## config.mk

```make
export PLATFORM = sky130hd
export DESIGN_NAME = deadline_timer_queue_flat
export DESIGN_NICKNAME = d
export VERILOG_FILES = /design/src/sv/dtq_pkg.sv /design/src/sv/dtq_if.sv /design/src/sv/dtq_ram.sv /design/src/sv/deadline_timer_queue.sv /design/src/flat_wrapper.sv
export SDC_FILE = /design/constraint.sdc
export NUM_CORES = 2
export LEC_CHECK = 0
export BUFFER_PORTS_ARGS = -buffer_cell sky130_fd_sc_hd__buf_2
export CORE_UTILIZATION = 65
export CTS_CLUSTER_SIZE = 20
export DETAILED_ROUTE_END_ITERATION = 6
export PLACE_DENSITY_LB_ADDON = 0.25
export SYNTH_ARGS = -nofsm -noshare
export SYNTH_HDL_FRONTEND = slang
export SYNTH_SLANG_ARGS = --single-unit
```

## constraint.sdc

```tcl
create_clock -name clk_i -period 14.2 [get_ports clk_i]
set_input_delay 1.42 -clock clk_i [delete_from_list [all_inputs] [get_ports clk_i]]
set_output_delay 1.42 -clock clk_i [all_outputs]
set_load 0.02 [all_outputs]
```

## src/sv/dtq_pkg.sv

```systemverilog
`timescale 1ns / 1ps
// ----------------------------------------------------------------------------
// dtq_pkg
// Shared types, sizes and codes of the deadline timer queue.
// ----------------------------------------------------------------------------
package dtq_pkg;

  localparam int SLOTS = 16;                 // timer store depth, 2..256
  localparam int IW    = $clog2(SLOTS);      // slot address width
  localparam int CW    = $clog2(SLOTS + 1);  // live count width

  localparam int CFG_IDX_W = 8;
  localparam int CFG_DAT_W = 32;

  typedef logic [IW-1:0] slot_t;
  typedef logic [CW-1:0] cnt_t;

  typedef struct packed {
    logic [63:0]        dl;
    logic signed [31:0] tg;
  } entry_t;

  typedef enum logic [1:0] {
    KIND_EXPIRED  = 2'd0,
    KIND_TICK     = 2'd1,
    KIND_ADDED    = 2'd2,
    KIND_REJECTED = 2'd3
  } kind_e;

  typedef enum logic {
    CMD_ADD  = 1'b0,
    CMD_TICK = 1'b1
  } cmd_e;

  localparam logic [CFG_IDX_W-1:0] REG_MARKER = CFG_IDX_W'(0);
  localparam logic [CFG_IDX_W-1:0] REG_PERIOD = CFG_IDX_W'(1);

  // Circular store: physical slot of logical offset off from head h.
  function automatic slot_t slot_addr(input slot_t h, input cnt_t off);
    logic [CW:0] s;
    s = {{(CW + 1 - IW){1'b0}}, h} + {1'b0, off};
    if (s >= (CW + 1)'(SLOTS)) begin
      s = s - (CW + 1)'(SLOTS);
    end
    return s[IW-1:0];
  endfunction

endpackage

```

## src/sv/dtq_if.sv

```systemverilog
`timescale 1ns / 1ps
// ----------------------------------------------------------------------------
// dtq_if
// Valid/ready channels of the deadline timer queue: input, result, config.
// ----------------------------------------------------------------------------
interface dtq_in_if;
  logic               valid;
  logic               ready;
  logic               command;
  logic [63:0]        deadline;
  logic signed [31:0] tag;
  modport source (output valid, command, deadline, tag, input ready);
  modport sink   (input valid, command, deadline, tag, output ready);
endinterface

interface dtq_out_if;
  logic               valid;
  logic               ready;
  logic [1:0]         kind;
  logic [63:0]        expired_deadline;
  logic signed [31:0] expired_tag;
  logic               task_switch;
  logic [63:0]        current_tick;
  logic               last;
  modport source (output valid, kind, expired_deadline, expired_tag, task_switch,
                  current_tick, last, input ready);
  modport sink   (input valid, kind, expired_deadline, expired_tag, task_switch,
                  current_tick, last, output ready);
endinterface

interface dtq_cfg_if;
  logic                           valid;
  logic                           ready;
  logic [dtq_pkg::CFG_IDX_W-1:0]  index;
  logic [dtq_pkg::CFG_DAT_W-1:0]  data;
  modport source (output valid, index, data, input ready);
  modport sink   (input valid, index, data, output ready);
endinterface

```

## src/sv/dtq_ram.sv

```systemverilog
`timescale 1ns / 1ps
// ----------------------------------------------------------------------------
// dtq_ram
// Generic 1R1W synchronous RAM, registered read data.
// ----------------------------------------------------------------------------
module dtq_ram #(
  parameter int WIDTH = 8,
  parameter int DEPTH = 16,
  parameter int AW    = $clog2(DEPTH)
) (
  input  logic             clk_i,
  input  logic             we_i,
  input  logic [AW-1:0]    waddr_i,
  input  logic [WIDTH-1:0] wdata_i,
  input  logic             re_i,
  input  logic [AW-1:0]    raddr_i,
  output logic [WIDTH-1:0] rdata_o
);

  logic [WIDTH-1:0] mem [DEPTH];
  logic [WIDTH-1:0] rdata_q;

  always_ff @(posedge clk_i) begin
    if (we_i) begin
      mem[waddr_i] <= wdata_i;
    end
    if (re_i) begin
      rdata_q <= mem[raddr_i];
    end
  end

  assign rdata_o = rdata_q;

endmodule

```

## src/sv/deadline_timer_queue.sv

```systemverilog
`timescale 1ns / 1ps
// ----------------------------------------------------------------------------
// deadline_timer_queue
// Earliest-deadline timer store in a circular RAM, with tick-driven expiry.
// ----------------------------------------------------------------------------
//  port   | dir | word
//  -------+-----+---------------------------------------------------------
//  in_i   | in  | command, deadline, tag
//  out_o  | out | kind, expired_deadline, expired_tag, task_switch,
//         |     | current_tick, last
//  cfg_i  | in  | index (0 task marker tag, 1 task period), data
//
//  One word at a time. An add walks down from the tail, moving each later
//  entry up one slot (one RAM read, one write a step) until it stops above
//  an older entry or at the head. A tick emits each expired timer, re-arms
//  the task timer by the same insert walk and ends with a summary. The
//  single RAM read port serializes these steps. Reset clears live count,
//  head, tick counter; config takes its defaults; RAM stays undefined.
//  A result word waiting in the output register holds the sequencer.
// ----------------------------------------------------------------------------
module deadline_timer_queue (
  input  logic clk_i,
  input  logic rst_ni,
  dtq_in_if.sink    in_i,
  dtq_out_if.source out_o,
  dtq_cfg_if.sink   cfg_i
);

  typedef enum logic [2:0] {
    ST_IDLE,
    ST_INS,     // issue read of the neighbor below the insert point, or place at head
    ST_INS_W,   // compare, shift up or place new entry
    ST_TCHK,    // read head entry
    ST_TCMP,    // expired? pop it
    ST_EMIT,    // deliver expired timer
    ST_SUM,     // deliver tick summary
    ST_RESP     // deliver add answer
  } state_e;

  localparam dtq_pkg::cnt_t SLOTS_C = dtq_pkg::CW'(dtq_pkg::SLOTS);
  localparam dtq_pkg::cnt_t ONE_C   = dtq_pkg::CW'(1);

  state_e             state_q;
  dtq_pkg::slot_t     head_q;     // physical slot of earliest timer
  dtq_pkg::cnt_t      live_q;     // live entries
  dtq_pkg::cnt_t      pos_q;      // logical insert position
  dtq_pkg::cnt_t      rem_q;      // entries present at tick start, still unchecked
  logic [63:0]        tick_q;
  logic signed [31:0] marker_q;
  logic [15:0]        period_q;
  logic               sw_q;       // task timer fired this tick
  logic               ret_tick_q; // insert belongs to a tick
  dtq_pkg::entry_t    ins_q;      // entry being inserted
  dtq_pkg::entry_t    exp_q;      // expired entry awaiting delivery
  dtq_pkg::kind_e     resp_q;

  // Result register
  logic               out_valid_q;
  dtq_pkg::kind_e     kind_q;
  logic [63:0]        odl_q;
  logic signed [31:0] otg_q;
  logic               osw_q;
  logic [63:0]        otick_q;
  logic               olast_q;

  // RAM ports
  logic                   re, we;
  dtq_pkg::slot_t         raddr, waddr;
  dtq_pkg::entry_t        wdata, rdata;
  logic [$bits(dtq_pkg::entry_t)-1:0] rdata_raw;

  logic        slot_free;
  logic        out_load;
  logic        shift_up;
  logic [15:0] per_eff;
  logic [64:0] rearm_sum;
  logic [63:0] rearm_dl;

  dtq_ram #(
    .WIDTH ($bits(dtq_pkg::entry_t)),
    .DEPTH (dtq_pkg::SLOTS),
    .AW    (dtq_pkg::IW)
  ) u_ram (
    .clk_i   (clk_i),
    .we_i    (we),
    .waddr_i (waddr),
    .wdata_i (wdata),
    .re_i    (re),
    .raddr_i (raddr),
    .rdata_o (rdata_raw)
  );

  assign rdata     = dtq_pkg::entry_t'(rdata_raw);
  assign slot_free = !out_valid_q || out_o.ready;
  assign out_load  = slot_free &&
                     (state_q == ST_EMIT || state_q == ST_SUM || state_q == ST_RESP);
  assign shift_up  = rdata.dl > ins_q.dl;

  // Zero period acts as one; re-arm deadline saturates.
  assign per_eff   = (period_q == 16'd0) ? 16'd1 : period_q;
  assign rearm_sum = {1'b0, tick_q} + {49'd0, per_eff};
  assign rearm_dl  = rearm_sum[64] ? {64{1'b1}} : rearm_sum[63:0];

  // RAM access per state. Writes always land above the next read, so the
  // read-modify-write walk needs no forwarding.
  always_comb begin
    re    = 1'b0;
    we    = 1'b0;
    raddr = head_q;
    waddr = dtq_pkg::slot_addr(head_q, pos_q);
    wdata = ins_q;
    case (state_q)
      ST_INS: begin
        if (pos_q != '0) begin
          re    = 1'b1;
          raddr = dtq_pkg::slot_addr(head_q, pos_q - ONE_C);
        end else begin
          we = 1'b1;
        end
      end
      ST_INS_W: begin
        we    = 1'b1;
        wdata = shift_up ? rdata : ins_q;
      end
      ST_TCHK: begin
        re = (rem_q != '0);
      end
      default: begin
      end
    endcase
  end

  always_ff @(posedge clk_i or negedge rst_ni) begin
    if (!rst_ni) begin
      state_q     <= ST_IDLE;
      head_q      <= '0;
      live_q      <= '0;
      tick_q      <= '0;
      marker_q    <= 32'sh8000_0000;
      period_q    <= 16'd2;
      sw_q        <= 1'b0;
      ret_tick_q  <= 1'b0;
      out_valid_q <= 1'b0;
    end else begin
      if (out_load) begin
        out_valid_q <= 1'b1;
      end else if (out_o.ready) begin
        out_valid_q <= 1'b0;
      end

      if (cfg_i.valid) begin
        if (cfg_i.index == dtq_pkg::REG_MARKER) begin
          marker_q <= $signed(cfg_i.data);
        end else if (cfg_i.index == dtq_pkg::REG_PERIOD) begin
          period_q <= cfg_i.data[15:0];
        end
      end

      case (state_q)
        ST_IDLE: begin
          if (in_i.valid) begin
            if (in_i.command == dtq_pkg::CMD_TICK) begin
              tick_q  <= tick_q + 64'd1;
              sw_q    <= 1'b0;
              rem_q   <= live_q;
              state_q <= ST_TCHK;
            end else if (live_q == SLOTS_C) begin
              resp_q  <= dtq_pkg::KIND_REJECTED;
              state_q <= ST_RESP;
            end else begin
              ins_q.dl   <= in_i.deadline;
              ins_q.tg   <= in_i.tag;
              pos_q      <= live_q;
              ret_tick_q <= 1'b0;
              state_q    <= ST_INS;
            end
          end
        end
        ST_INS: begin
          if (pos_q == '0) begin
            live_q  <= live_q + ONE_C;
            resp_q  <= dtq_pkg::KIND_ADDED;
            state_q <= ret_tick_q ? ST_TCHK : ST_RESP;
          end else begin
            state_q <= ST_INS_W;
          end
        end
        ST_INS_W: begin
          if (shift_up) begin
            pos_q   <= pos_q - ONE_C;
            state_q <= ST_INS;
          end else begin
            live_q  <= live_q + ONE_C;
            resp_q  <= dtq_pkg::KIND_ADDED;
            state_q <= ret_tick_q ? ST_TCHK : ST_RESP;
          end
        end
        ST_TCHK: begin
          state_q <= (rem_q != '0) ? ST_TCMP : ST_SUM;
        end
        ST_TCMP: begin
          if (rdata.dl <= tick_q) begin
            head_q <= dtq_pkg::slot_addr(head_q, ONE_C);
            live_q <= live_q - ONE_C;
            rem_q  <= rem_q - ONE_C;
            if (rdata.tg == marker_q) begin
              // Re-armed deadline is at or past the tick, so it lands behind
              // the remaining expired prefix; rem_q ends the pass before it.
              sw_q       <= 1'b1;
              ins_q.dl   <= rearm_dl;
              ins_q.tg   <= marker_q;
              pos_q      <= live_q - ONE_C;
              ret_tick_q <= 1'b1;
              state_q    <= ST_INS;
            end else begin
              exp_q   <= rdata;
              state_q <= ST_EMIT;
            end
          end else begin
            state_q <= ST_SUM;
          end
        end
        ST_EMIT: begin
          if (slot_free) begin
            kind_q      <= dtq_pkg::KIND_EXPIRED;
            odl_q       <= exp_q.dl;
            otg_q       <= exp_q.tg;
            osw_q       <= 1'b0;
            otick_q     <= tick_q;
            olast_q     <= 1'b0;
            state_q     <= ST_TCHK;
          end
        end
        ST_SUM: begin
          if (slot_free) begin
            kind_q      <= dtq_pkg::KIND_TICK;
            odl_q       <= '0;
            otg_q       <= '0;
            osw_q       <= sw_q;
            otick_q     <= tick_q;
            olast_q     <= 1'b1;
            state_q     <= ST_IDLE;
          end
        end
        ST_RESP: begin
          if (slot_free) begin
            kind_q      <= resp_q;
            odl_q       <= '0;
            otg_q       <= '0;
            osw_q       <= 1'b0;
            otick_q     <= tick_q;
            olast_q     <= 1'b1;
            state_q     <= ST_IDLE;
          end
        end
        default: begin
          state_q <= ST_IDLE;
        end
      endcase
    end
  end

  assign in_i.ready   = (state_q == ST_IDLE);
  assign cfg_i.ready  = 1'b1;

  assign out_o.valid            = out_valid_q;
  assign out_o.kind             = kind_q;
  assign out_o.expired_deadline = odl_q;
  assign out_o.expired_tag      = otg_q;
  assign out_o.task_switch      = osw_q;
  assign out_o.current_tick     = otick_q;
  assign out_o.last             = olast_q;

`ifndef ASSERT_OFF
  a_live_bound: assert property (@(posedge clk_i) disable iff (!rst_ni)
    live_q <= SLOTS_C)
    else $error("live count above store depth");

  a_ram_write_only_insert: assert property (@(posedge clk_i) disable iff (!rst_ni)
    we |-> (state_q == ST_INS || state_q == ST_INS_W))
    else $error("RAM written outside insert");

  a_no_insert_when_full: assert property (@(posedge clk_i) disable iff (!rst_ni)
    (state_q == ST_INS) |-> (live_q != SLOTS_C))
    else $error("insert into full store");

  a_pop_advances_head: assert property (@(posedge clk_i) disable iff (!rst_ni)
    (state_q == ST_TCMP && rdata.dl <= tick_q) |=>
      (live_q == $past(live_q) - ONE_C))
    else $error("expired pop did not shrink store");
`endif

endmodule
```

## src/flat_wrapper.sv

```systemverilog
// flat-port wrapper written by rule: the top's interface ports become plain ports
module deadline_timer_queue_flat 
  (clk_i, rst_ni, in_i_valid, in_i_command, in_i_deadline, in_i_tag, in_i_ready, out_o_valid, out_o_kind, out_o_expired_deadline, out_o_expired_tag, out_o_task_switch, out_o_current_tick, out_o_last, out_o_ready, cfg_i_valid, cfg_i_index, cfg_i_data, cfg_i_ready);
  dtq_in_if in_i_i ();
  dtq_out_if out_o_i ();
  dtq_cfg_if cfg_i_i ();
  input  logic clk_i;
  input  logic rst_ni;
  input wire logic [$bits(in_i_i.valid)-1:0] in_i_valid;
  input wire logic [$bits(in_i_i.command)-1:0] in_i_command;
  input wire logic [$bits(in_i_i.deadline)-1:0] in_i_deadline;
  input wire logic [$bits(in_i_i.tag)-1:0] in_i_tag;
  output wire logic [$bits(in_i_i.ready)-1:0] in_i_ready;
  output wire logic [$bits(out_o_i.valid)-1:0] out_o_valid;
  output wire logic [$bits(out_o_i.kind)-1:0] out_o_kind;
  output wire logic [$bits(out_o_i.expired_deadline)-1:0] out_o_expired_deadline;
  output wire logic [$bits(out_o_i.expired_tag)-1:0] out_o_expired_tag;
  output wire logic [$bits(out_o_i.task_switch)-1:0] out_o_task_switch;
  output wire logic [$bits(out_o_i.current_tick)-1:0] out_o_current_tick;
  output wire logic [$bits(out_o_i.last)-1:0] out_o_last;
  input wire logic [$bits(out_o_i.ready)-1:0] out_o_ready;
  input wire logic [$bits(cfg_i_i.valid)-1:0] cfg_i_valid;
  input wire logic [$bits(cfg_i_i.index)-1:0] cfg_i_index;
  input wire logic [$bits(cfg_i_i.data)-1:0] cfg_i_data;
  output wire logic [$bits(cfg_i_i.ready)-1:0] cfg_i_ready;
  assign in_i_i.valid = in_i_valid;
  assign in_i_i.command = in_i_command;
  assign in_i_i.deadline = in_i_deadline;
  assign in_i_i.tag = in_i_tag;
  assign in_i_ready = in_i_i.ready;
  assign out_o_valid = out_o_i.valid;
  assign out_o_kind = out_o_i.kind;
  assign out_o_expired_deadline = out_o_i.expired_deadline;
  assign out_o_expired_tag = out_o_i.expired_tag;
  assign out_o_task_switch = out_o_i.task_switch;
  assign out_o_current_tick = out_o_i.current_tick;
  assign out_o_last = out_o_i.last;
  assign out_o_i.ready = out_o_ready;
  assign cfg_i_i.valid = cfg_i_valid;
  assign cfg_i_i.index = cfg_i_index;
  assign cfg_i_i.data = cfg_i_data;
  assign cfg_i_ready = cfg_i_i.ready;
  deadline_timer_queue u_core (.clk_i(clk_i), .rst_ni(rst_ni), .in_i(in_i_i), .out_o(out_o_i), .cfg_i(cfg_i_i));
endmodule
```

==> metrics.md <==
| Metric | Value |
|---|---|
| Ys async rst share | 5.97% |
| Initial antenna violation count | 17 |
| Final WL | 226000 um |
| Nets | 5546 |
| Arrival @ worst endpoint | 6.96 ns |
| CTS root buffer | clkbuf_16 |
| Tcrit/Tclk final | 45.8% |
| Crit path max fanout | 39 |
| Post-CTS Setup Bufs | 0 |
| Final setup fails | 0 |
| Main synth FF type | edfxtp_1 |
| Clk Latency, worst-skew pair | 0.85 ns |
| Via count | 48500 |
| Cells after synthesis | 4821 |
| Crit path time final | 6.50 ns |
| Area leader, netlist | edfxtp_1 |
| Area Overhead vs Synth | 12.1% |
| Core area | 132000 um2 |
| Setup tns final | 0 ns |
| CP endpoint | u_core.exp_q[0]$_DFFE_PP_ |
| Fmax | 154 MHz |
| Num Clock Sinks | 2126 |
| Clk buf depth | 3 |
| Post-synth cell types | 83 |
| Final instance area | 97100 um2 |
| Share of post-route cells with drive strength above 1 | 23.1% |
| Top-area cell type share of the netlist area | 69.3% |
| Vias in the first global route | 47600 |
| Area after DPL | 90700 um2 |
| Worst-path clk slew | 0.06 ns |
| Placer Congestion | 0.941 |
| Hold Path Class | register to register |
| Max-slew headroom | 11.8% |
| Drt wl/cell | 31.6 um |
| Pwr Density | 214 nW/um2 |
| Placed cells | 6795 |
| Post-route DRC violation count | 0 |
| CTS tree | done |
| Startpoint types | register |
| R2r startpoint | u_core.tick_q[41]$_DFFE_PN0P_ |
| Fin. Hold Viols | 0 |
| Crit end category | register |
| Fin Hold WS | 0.500 ns |
| Gr ovfl total | 0 |
| Seq/Total Area, Yosys | 73.0% |
| Peak VDD IR | 0.421 mV |
| Outcome | finished, final reports clean |
| Max-slew violations | 0 |
| Number of port buffers | 307 |
| Yosys reg bits | 2126 |
| I/O Pins | 309 |
| Leak | 33.3 nW |
| First-pass GRT wire length | 325000 um |
| Rows | 133 |
| Hold buffer count at cts | 0 |
| Max_cap viols | 0 |
| Synthesized Nets | 5124 |
| Final std cells w/o fill | 7163 |
| CTS resizes | 0 |
| Largest net degree at the start of global routing | 148 |
| Worst-case reg-to-reg path depth | 10 |
| Die Width | 367 um |
| Hold path startpoint | u_core.u_ram.rdata_o[17]$_DFFE_PP_ |
| Post-DP HPWL | 134000 um |
| Synthesized area per cell | 18.0 um2 |
| EDFF count, synth | 1999 |
| Die height | 367 um |
| DR pass1 iterations | 6 |
| Least-Margin Pin Slew | 1.31 ns |
| Mapped cell area | 86600 um2 |
| Cell with the most instances after synthesis | edfxtp_1 |
| Die footprint | 135000 um2 |
| Ys Warns | 0 |
| Flop2flop setup slack | 7.70 ns |
| Critical path class | register to register |
| Worst Setup SP | u_core.tick_q[41]$_DFFE_PN0P_ |
| Top cells by count, synth | edfxtp_1, mux4_2, nand2_1 |
| Iter 0 DRT Violations | 6887 |
| Final Skew | 0.0321 ns |
| Initial cell density of the core | 65.7% |
| Total CTS buffers | 201 |
| FILL cells | 7598 |
| R2R Path End | u_core.exp_q[0]$_DFFE_PP_ |
| DRT antenna net count | 0 |
| Worst Path Required | 14.66 ns |
| Via/cell ratio | 6.77 |
| Unrepaired setup endpoints after global routing | false |
| Synth top area cells | edfxtp_1, mux4_2, dfrtp_1, ha_1, xnor2_1 |
| H-tree depth | 4 |
| GR Util All Layers | 33.9% |
## state kept, by name, indices dropped and copies added (netlist names), 32 cells and up
signal                         cells
u_core.u_ram.mem                1536
u_core.exp_q                      96
u_core.ins_q                      96
u_core.u_ram.rdata_o              96
u_core.out_o.current_tick         64
u_core.out_o.expired_deadline     64
u_core.tick_q                     64
u_core.marker_q                   32
u_core.out_o.expired_tag          32
## final cells by class
cell class	instances	area [um2]	share of cell area, %
Inverter	152	571	0.588
Tap cell	1755	2200	2.26
Timing Repair Buffer	445	2640	2.72
Clock buffer	269	5510	5.68
Clock inverter	94	880	0.906
Sequential cell	2126	63200	65.1
Multi-Input combinational cell	2317	22100	22.7
Antenna cell	5	12.5	0.0129
## critical path: stages (launching register included)
cell and delay [ns]:
dfrtp_1 0.57, inv_1 0.13, ha_1 0.32, nand4_1 0.16
nor4_1 1.04, nand4_1 0.45, or3_1 0.56, a21oi_1 0.73
and3b_4 0.76, buf_4 0.63, buf_4 0.64
## cell families (layout without fill, tap and decap cells)
logic type                 Yosys count  after routing  share of synthesized area, %
and+or+nand+nor                    891            891                          5.20
xor gates and xnor gates           174            174                          1.76
muxes                              566            566                          12.2
other                                1              6                       0.00433
adders and majority gates          161            161                          2.35
AOI/OAI and AO/OA                  524            524                          3.67
buffers and inverters              378            960                          1.86
DFF                               2126           2126                          73.0
## where the power goes
group	leakage, nW	internal, mW	total (mW)	switching [mW]
combinational	10.6	2.81	6.88	4.07
sequential	19.6	8.19	8.64	0.447
clock	3.14	2.99	5.27	2.28
total	33.3	14.0	20.8	6.80
## placed cells by master (no fill, tap or decap), drive strengths merged, types with 10 or more instances in the layout
cell type,n
nand2b,10
nand2,285
nand3,61
nor2b,103
clkbuf,269
nor2,145
buf,445
xor2,47
o21ai,119
mux2,81
mux4,384
a21oi,203
nand4,47
and2,104
clkinv,70
ha,158
mux2i,101
and4,19
a211oi,99
a21o,24
xnor2,127
nor4,31
inv,158
a31oi,19
nor3,40
dfrtp,125
and3,18
bufinv,15
edfxtp,1999
## through the flow
| step | util (%) | total power [mW] | worst slack, ns |
|---|---|---|---|
| 6_report | 73.7 | 20.8 | 7.70 |
| 5_1_grt | 73.7 | 21.5 | 7.53 |
| 4_1_cts | 73.7 | 20.8 | 7.90 |
| 3_5_place_dp | 68.8 | 15.5 | 8.03 |
| 3_3_place_gp | 68.8 | 15.4 | 8.13 |
| 2_1_floorplan | - | 13.5 | 5.28 |
## layer usage
layer / global-route usage [%] / routed length, um / vias up
met4: 13.1 / 8900 / 10
met1: 47.4 / 82500 / 24800
li1: - / - / 19800
met2: 52.9 / 108000 / 3340
met3: 7.75 / 27100 / 505
met5: 0 / 65 / -
## worst min-delay path by stage
| stage | endpoint | slack [ns] | cells past startpoint |
|---|---|---|---|
| floorplan | u_core.out_o.current_tick[29]$_DFFE_PP_ | 0.42 | 0 |
| global placement | u_core.exp_q[32]$_DFFE_PP_ | 0.46 | 0 |
| detailed placement | u_core.exp_q[32]$_DFFE_PP_ | 0.46 | 0 |
| CTS | u_core.marker_q[21]$_DFFE_PN0P_ | 0.50 | 1 |
| global route | u_core.exp_q[32]$_DFFE_PP_ | 0.51 | 0 |
| finish | u_core.exp_q[17]$_DFFE_PP_ | 0.50 | 0 |
Note: power is estimated with default switching activity, not from simulation.
